[src/sv/hmtd_pkg.sv]
// Shared types, codes and constants for the humidity/temperature frame decoder.
// Used by every stage module and the top level; no dependencies.
`default_nettype none

package hmtd_pkg;

    localparam logic [1:0] KIND_TEMP  = 2'd0;
    localparam logic [1:0] KIND_HUMID = 2'd1;

    localparam logic [1:0] ST_OK   = 2'd0;
    localparam logic [1:0] ST_CRC  = 2'd1;
    localparam logic [1:0] ST_KIND = 2'd2;

    localparam logic [7:0]  CRC_POLY_RESET  = 8'h31;
    localparam logic [7:0]  RAW_STATUS_MASK = 8'hFC;
    localparam logic [14:0] T_GAIN          = 15'd17572;
    localparam logic [14:0] H_GAIN          = 15'd12500;
    localparam logic [12:0] T_OFFS          = 13'd4685;
    localparam logic [12:0] H_OFFS          = 13'd600;

    // Stage 1 -> stage 2
    typedef struct packed {
        logic [1:0] kind;
        logic [7:0] msb;
        logic [7:0] lsb;
        logic [7:0] chk;
        logic [7:0] acc;
    } s1_t;

    // Stage 2 -> stage 3
    typedef struct packed {
        logic [1:0]  status;
        logic        is_temp;
        logic [30:0] prod;
    } s2_t;

    // One CRC-8 byte update, MSB first
    function automatic logic [7:0] crc_byte_step(input logic [7:0] acc_in,
                                                 input logic [7:0] data,
                                                 input logic [7:0] poly);
        logic [7:0] acc;
        acc = acc_in ^ data;
        for (int k = 0; k < 8; k++) begin
            if (acc[7])
                acc = {acc[6:0], 1'b0} ^ poly;
            else
                acc = {acc[6:0], 1'b0};
        end
        return acc;
    endfunction

endpackage

`default_nettype wire

[src/sv/hmtd_crc_stage.sv]
// Stage 1: register the frame and run the CRC over the first data byte.
// Depends on hmtd_pkg.
`default_nettype none

module hmtd_crc_stage (
    input  wire logic               clk,
    input  wire logic               rst_n,
    input  wire logic [7:0]         poly,
    input  wire logic               up_valid,
    output logic                    up_stall,
    input  wire logic [1:0]         measure_kind,
    input  wire logic [7:0]         msb_byte,
    input  wire logic [7:0]         lsb_byte,
    input  wire logic [7:0]         crc_byte,
    output logic                    dn_valid,
    input  wire logic               dn_stall,
    output hmtd_pkg::s1_t           dn_data
);

    logic          valid_reg;
    hmtd_pkg::s1_t data_reg;
    hmtd_pkg::s1_t data_next;

    assign up_stall = valid_reg && dn_stall;

    always_comb
    begin
        data_next.kind = measure_kind;
        data_next.msb  = msb_byte;
        data_next.lsb  = lsb_byte;
        data_next.chk  = crc_byte;
        data_next.acc  = hmtd_pkg::crc_byte_step(8'h00, msb_byte, poly);
    end

    always_ff @(posedge clk or negedge rst_n)
    begin
        if (!rst_n)
            valid_reg <= 1'b0;
        else if (!up_stall)
            valid_reg <= up_valid;
    end

    always_ff @(posedge clk)
    begin
        if (!up_stall && up_valid)
            data_reg <= data_next;
    end

    assign dn_valid = valid_reg;
    assign dn_data  = data_reg;

endmodule

`default_nettype wire

[src/sv/hmtd_mul_stage.sv]
// Stage 2: finish the CRC over the second byte, check it, and scale the raw value.
// Depends on hmtd_pkg.
`default_nettype none

module hmtd_mul_stage (
    input  wire logic               clk,
    input  wire logic               rst_n,
    input  wire logic [7:0]         poly,
    input  wire logic               up_valid,
    output logic                    up_stall,
    input  wire hmtd_pkg::s1_t      up_data,
    output logic                    dn_valid,
    input  wire logic               dn_stall,
    output hmtd_pkg::s2_t           dn_data
);

    logic          valid_reg;
    hmtd_pkg::s2_t data_reg;
    hmtd_pkg::s2_t data_next;
    logic [7:0]    crc_final;
    logic [15:0]   raw;
    logic [14:0]   gain;

    assign up_stall = valid_reg && dn_stall;

    always_comb
    begin
        crc_final = hmtd_pkg::crc_byte_step(up_data.acc, up_data.lsb, poly);
        raw       = {up_data.msb, up_data.lsb & hmtd_pkg::RAW_STATUS_MASK};
        data_next.is_temp = (up_data.kind == hmtd_pkg::KIND_TEMP);
        gain = data_next.is_temp ? hmtd_pkg::T_GAIN : hmtd_pkg::H_GAIN;
        data_next.prod = {15'd0, raw} * {16'd0, gain};
        // unknown kind wins over a CRC mismatch
        if (up_data.kind != hmtd_pkg::KIND_TEMP && up_data.kind != hmtd_pkg::KIND_HUMID)
            data_next.status = hmtd_pkg::ST_KIND;
        else if (crc_final != up_data.chk)
            data_next.status = hmtd_pkg::ST_CRC;
        else
            data_next.status = hmtd_pkg::ST_OK;
    end

    always_ff @(posedge clk or negedge rst_n)
    begin
        if (!rst_n)
            valid_reg <= 1'b0;
        else if (!up_stall)
            valid_reg <= up_valid;
    end

    always_ff @(posedge clk)
    begin
        if (!up_stall && up_valid)
            data_reg <= data_next;
    end

    assign dn_valid = valid_reg;
    assign dn_data  = data_reg;

endmodule

`default_nettype wire

[src/sv/hmtd_out_stage.sv]
// Stage 3: remove the offset, divide by 65536 rounding toward zero, hold the result.
// Depends on hmtd_pkg.
`default_nettype none

module hmtd_out_stage (
    input  wire logic               clk,
    input  wire logic               rst_n,
    input  wire logic               up_valid,
    output logic                    up_stall,
    input  wire hmtd_pkg::s2_t      up_data,
    output logic                    dn_valid,
    input  wire logic               dn_stall,
    output logic signed [14:0]      reading,
    output logic [1:0]              status
);

    logic               valid_reg;
    logic signed [14:0] reading_reg;
    logic signed [14:0] reading_next;
    logic [1:0]         status_reg;
    logic [12:0]        offs;
    logic [15:0]        diff;
    logic [15:0]        adj;

    assign up_stall = valid_reg && dn_stall;

    always_comb
    begin
        offs = up_data.is_temp ? hmtd_pkg::T_OFFS : hmtd_pkg::H_OFFS;
        // offset is a whole multiple of 65536, so the fraction is the product's low half
        diff = {1'b0, up_data.prod[30:16]} - {3'b000, offs};
        adj  = diff + {15'd0, (diff[15] && (up_data.prod[15:0] != 16'd0))};
        if (up_data.status == hmtd_pkg::ST_OK)
            reading_next = adj[14:0];
        else
            reading_next = 15'sd0;
    end

    always_ff @(posedge clk or negedge rst_n)
    begin
        if (!rst_n)
            valid_reg <= 1'b0;
        else if (!up_stall)
            valid_reg <= up_valid;
    end

    always_ff @(posedge clk)
    begin
        if (!up_stall && up_valid)
        begin
            reading_reg <= reading_next;
            status_reg  <= up_data.status;
        end
    end

    assign dn_valid = valid_reg;
    assign reading  = reading_reg;
    assign status   = status_reg;

endmodule

`default_nettype wire

[src/sv/humidity_temp_frame_decode.sv]
// Top level of the humidity/temperature frame decoder: polynomial register and
// three pipeline stages. Depends on hmtd_pkg, hmtd_crc_stage, hmtd_mul_stage, hmtd_out_stage.
//
//   channel  handshake            payload
//   input    in_valid/in_stall    measure_kind, msb_byte, lsb_byte, crc_byte
//   output   out_valid/out_stall  reading, status
//   config   cfg_we               cfg_wdata (CRC polynomial)
//
// Each request is registered in stage 1, 2 and 3; one request per cycle while no stage stalls.
// Each stage holds when it is full and the stage after it stalls, so bubbles
// collapse and a held result does not block upstream stages that are empty.
// Reset clears all valid bits and loads the polynomial with 0x31.
`default_nettype none

module humidity_temp_frame_decode (
    input  wire logic               clk,
    input  wire logic               rst_n,
    input  wire logic               cfg_we,
    input  wire logic [7:0]         cfg_wdata,
    input  wire logic               in_valid,
    output logic                    in_stall,
    input  wire logic [1:0]         measure_kind,
    input  wire logic [7:0]         msb_byte,
    input  wire logic [7:0]         lsb_byte,
    input  wire logic [7:0]         crc_byte,
    output logic                    out_valid,
    input  wire logic               out_stall,
    output logic signed [14:0]      reading,
    output logic [1:0]              status
);

    logic [7:0]    poly_reg;
    logic          s1_valid;
    logic          s1_stall;
    hmtd_pkg::s1_t s1_data;
    logic          s2_valid;
    logic          s2_stall;
    hmtd_pkg::s2_t s2_data;

    always_ff @(posedge clk or negedge rst_n)
    begin
        if (!rst_n)
            poly_reg <= hmtd_pkg::CRC_POLY_RESET;
        else if (cfg_we)
            poly_reg <= cfg_wdata;
    end

    hmtd_crc_stage u_crc (
        .clk          (clk),
        .rst_n        (rst_n),
        .poly         (poly_reg),
        .up_valid     (in_valid),
        .up_stall     (in_stall),
        .measure_kind (measure_kind),
        .msb_byte     (msb_byte),
        .lsb_byte     (lsb_byte),
        .crc_byte     (crc_byte),
        .dn_valid     (s1_valid),
        .dn_stall     (s1_stall),
        .dn_data      (s1_data)
    );

    hmtd_mul_stage u_mul (
        .clk      (clk),
        .rst_n    (rst_n),
        .poly     (poly_reg),
        .up_valid (s1_valid),
        .up_stall (s1_stall),
        .up_data  (s1_data),
        .dn_valid (s2_valid),
        .dn_stall (s2_stall),
        .dn_data  (s2_data)
    );

    hmtd_out_stage u_out (
        .clk      (clk),
        .rst_n    (rst_n),
        .up_valid (s2_valid),
        .up_stall (s2_stall),
        .up_data  (s2_data),
        .dn_valid (out_valid),
        .dn_stall (out_stall),
        .reading  (reading),
        .status   (status)
    );

endmodule

`default_nettype wire
[config.mk]
export PLATFORM = sky130hd
export DESIGN_NAME = humidity_temp_frame_decode
export DESIGN_NICKNAME = d
export VERILOG_FILES = /design/src/sv/hmtd_pkg.sv /design/src/sv/hmtd_crc_stage.sv /design/src/sv/hmtd_mul_stage.sv /design/src/sv/hmtd_out_stage.sv /design/src/sv/humidity_temp_frame_decode.sv
export SDC_FILE = /design/constraint.sdc
export NUM_CORES = 1
export LEC_CHECK = 0
export BUFFER_PORTS_ARGS = -buffer_cell sky130_fd_sc_hd__buf_2
export CORE_MARGIN = 4
export CORE_UTILIZATION = 60
export DETAILED_ROUTE_END_ITERATION = 12
export HOLD_SLACK_MARGIN = 0.12
export PLACE_DENSITY = 0.87
export SLEW_MARGIN = 40
export SYNTH_ARGS = -nofsm -noshare
export SYNTH_HDL_FRONTEND = slang
export SYNTH_SLANG_ARGS = --single-unit
[constraint.sdc]
create_clock -name clk -period 8 [get_ports clk]
set_input_delay 0.4 -clock clk [delete_from_list [all_inputs] [get_ports clk]]
set_output_delay 0.4 -clock clk [all_outputs]
set_load 0.03 [all_outputs]
==> results.json <==
{
  "die_area_mm2": 0.0196,
  "clk_pin_slew_worst_paths_ps": 70,
  "yosysWarnings": 0,
  "cts_root_buf": "clkbuf_16",
  "worstPathCellList": "or2_2, inv_1, nand2_1, nand2b_1, ha_1, fa_1, ha_1, ha_1, fa_1, ha_1, ha_1, inv_1, o21bai_1, a21oi_1, o21bai_1, a21oi_1, o21bai_1, a21oi_1, o21ai_0, a2111o_1, a2111o_1, a2111oi_0, nor3b_1",
  "r2r-start": "u_crc.dn_data[33]$_DFFE_PP_",
  "cts_hold_buf": 1,
  "syn_inst": 1076,
  "synth.distinct_cells": 86,
  "port_buffers": 57,
  "holdPathEnd": "u_crc.dn_data[16]$_DFFE_PP_",
  "grt_max_degree": 42,
  "cp-startpoint": "u_crc.dn_data[33]$_DFFE_PP_",
  "largest_register_ffs": 34,
  "tns_ps": 0,
  "cp.arrival_ps": 7010,
  "hold_depth": 1,
  "ys_seq_elements": 92,
  "cp-end-kind": "register",
  "ctsResizeCount": 0,
  "drt-vias-per-instance": 5.83,
  "clock.fmax_mhz": 145,
  "first_pass_iters": 5,
  "hold_start": "lsb_byte[0]",
  "drive_above_1_share_pct": 10.4,
  "setup_viol": 0,
  "switching_share_pct": 47.7,
  "drc": 0,
  "hold_violations": 0,
  "worst-r2r-cell-count": 23,
  "synth_top_cell_by_area": "edfxtp_1",
  "critPathSlowestCell": "fa_1",
  "cp_common_cell": "ha_1",
  "cts_made_buffers": 9,
  "cap_violations": 0,
  "crit_family": "compound AO/OA/AOI/OAI gates",
  "power_frac_comb_pct": 76.0,
  "rsz0062_at_grt": "false",
  "antenna_found_initial": 0,
  "start_util_pct": 60.9,
  "synth_top_cell_area_share_pct": 23.3,
  "area_delta_synth_final_pct": 7.33,
  "rows": 48,
  "cp.required_ps": 8090,
  "grt_usage_pct": 23.7,
  "htreeDepth": 3,
  "synth_edf_count": 81,
  "cpPeakStageDelay_ps": 480,
  "power.switching_w": 0.00254,
  "p_total_w": 0.00533,
  "seqPwrFrac_pct": 16.5,
  "die_w_um": 140,
  "hold_class": "in -> reg",
  "layout.nets": 1345,
  "cts_tree": "built",
  "grt-ovfl-total": 0,
  "crit_fanout": 15,
  "seq_area_frac_synth_pct": 25.9,
  "drt-initial-drc-count": 436,
  "synth_area_mm2": 0.0105,
  "internal_power_w": 0.00279,
  "postRouteAntennaNets": 0,
  "worst_ir_drop_vdd_uv": 324,
  "wl_per_cell_um": 16.7,
  "path_class": "reg -> reg",
  "clock_latency_ps": 360,
  "grt_pass1_wl_um": 37800,
  "grt_pass1_vias": 8053,
  "synthFlopType": "edfxtp_1",
  "totalWireLength_um": 22500,
  "cts_buffer_depth": 2,
  "power.leakage_nw": 5.06,
  "gp_congestion": 0.938,
  "reg2reg_to": "u_mul.dn_data[30]$_DFFE_PP_",
  "cp.buffers_inverters": 2,
  "slew_violations": 0,
  "skew_ps": 8.86,
  "ios": 58,
  "vias": 7843,
  "cellPowerDensity_mw_per_mm2": 475,
  "synth-async-reset-ratio_pct": 12.0,
  "start_kind": "register",
  "tightestPinTransition_ps": 805,
  "relSlewSlack_pct": 46.2,
  "clock-sinks": 92,
  "timing.final.crit_share_pct": 86.4,
  "power.share.clock_pct": 7.4,
  "n_antenna_cell": 0,
  "syn_avg_cell_area_um2": 9.72,
  "rrSetupSlack_ps": 1090,
  "synthTopCellsByArea": "edfxtp_1 23%, ha_1 15%, fa_1 13%, xnor2_1 8.5%, nand2_1 4.1%",
  "core_area_mm2": 0.0172,
  "dpl.hpwl_um": 17700,
  "die_height_um": 140,
  "fin_crit_ps": 6910,
  "outcome": "completed",
  "post-cts-setup-buffers": 0
}
[metrics by stage]
| step | utilization (%) | area [um^2] | setup slack (ps) | hold WS [ps] | instances |
|---|---|---|---|---|---|
| detailed placement | 63.7 | 10900 | 1220 | 284 | 1328 |
| floorplan | - | 10500 | 1780 | 104 | 1087 |
| global placement | 63.6 | 10900 | 1400 | 286 | 1328 |
| CTS | 65.3 | 11200 | 1160 | 198 | 1345 |
| global route | 65.3 | 11200 | 719 | 205 | 1345 |
| finish | 65.3 | 11200 | 1090 | 211 | 1345 |
[cell usage after synthesis (4+ instances only)]
cell type / instances
a2111o_1: 7
a211oi_1: 10
a21o_1: 9
a21oi_1: 31
a31oi_1: 4
and2_1: 31
and3_1: 5
buf_1: 6
clkbuf_1: 36
dfrtp_1: 8
edfxtp_1: 81
fa_1: 66
ha_1: 125
inv_1: 110
mux2i_1: 9
nand2_1: 114
nand2b_1: 12
nand3_1: 23
nand4_1: 7
nor2_1: 51
nor3_1: 11
nor4_1: 5
o2111ai_1: 4
o211ai_1: 5
o21a_1: 8
o21ai_0: 32
o21ai_1: 5
o21bai_1: 10
o31ai_1: 4
or2_2: 13
or3_1: 5
xnor2_1: 102
xnor3_1: 5
xor2_1: 34
[cells by family (layout without fill, tap and decap cells)]
family	Yosys count	count (layout)	synth area share, %
flip-flops	92	92	25.9
XOR/XNOR	145	145	13.2
AO/OA/AOI/OAI	179	179	12.4
buffers and inverters	158	191	5.84
multiplexers	9	9	0.861
adder cells (fa/ha/maj)	191	191	27.6
AND/OR/NAND/NOR	300	300	14.1
other	2	13	0.0718
[cell type report]
type                    count  area, um^2
repair buffers             64         340
multi-input cells         837        7210
inverters                 111         417
well taps                 225         282
clock buffers              10         229
fillers                  1351        5950
flip-flops and latches     92        2710
clock inverters             6        40.0
[worst max-delay path by stage]
| stage | to | slack, ps | depth (start not counted) |
|---|---|---|---|
| after CTS | u_mul.dn_data[30]$_DFFE_PP_ | 1160 | 23 |
| after floorplan | u_mul.dn_data[30]$_DFFE_PP_ | 1780 | 23 |
| after global placement | u_mul.dn_data[30]$_DFFE_PP_ | 1400 | 23 |
| final | u_mul.dn_data[30]$_DFFE_PP_ | 1090 | 23 |
| after detailed placement | u_mul.dn_data[30]$_DFFE_PP_ | 1220 | 23 |
| after global routing | u_mul.dn_data[30]$_DFFE_PP_ | 720 | 23 |
[routing by layer]
metal / share of wire, % / up-vias / global-route usage [%] / wire length [um]
met5: 0 / - / 0 / 0
met4: 5.5 / 0 / 14.2 / 1230
met2: 50 / 232 / 41.3 / 11200
met1: 40 / 3751 / 27.5 / 8940
met3: 4.8 / 77 / 3.82 / 1070
li1: - / 3783 / - / -
[cell usage in the layout (no fill, tap or decap), types with 23 or more instances in the layout]
cell        n
a21oi_1    31
and2_1     31
buf_2      57
edfxtp_1   81
fa_1       66
ha_1      125
inv_1     110
nand2_1   114
nand3_1    23
nor2_1     51
o21ai_0    32
xnor2_1   101
xor2_1     33
[power groups by stage]
stage | registers, W | clock network, W | logic (W)
2_1_floorplan | 0.000892 | 0 | 0.00323
3_3_place_gp | 0.000887 | 0 | 0.00382
3_5_place_dp | 0.000890 | 0 | 0.00398
4_1_cts | 0.000881 | 0.000403 | 0.00403
5_1_grt | 0.000895 | 0.000424 | 0.00451
6_report | 0.000881 | 0.000396 | 0.00405
[worst register-to-register path, cell delays in order (launching register included)]
cell and delay, ps:
edfxtp_1 450, or2_2 450, inv_1 350, nand2_1 120
nand2b_1 130, ha_1 250, fa_1 460, ha_1 310
ha_1 300, fa_1 480, ha_1 300, ha_1 340
inv_1 70, o21bai_1 80, a21oi_1 280, o21bai_1 100
a21oi_1 250, o21bai_1 120, a21oi_1 240, o21ai_0 190
a2111o_1 480, a2111o_1 420, a2111oi_0 380, nor3b_1 90
(Power assumes the default switching activity.)
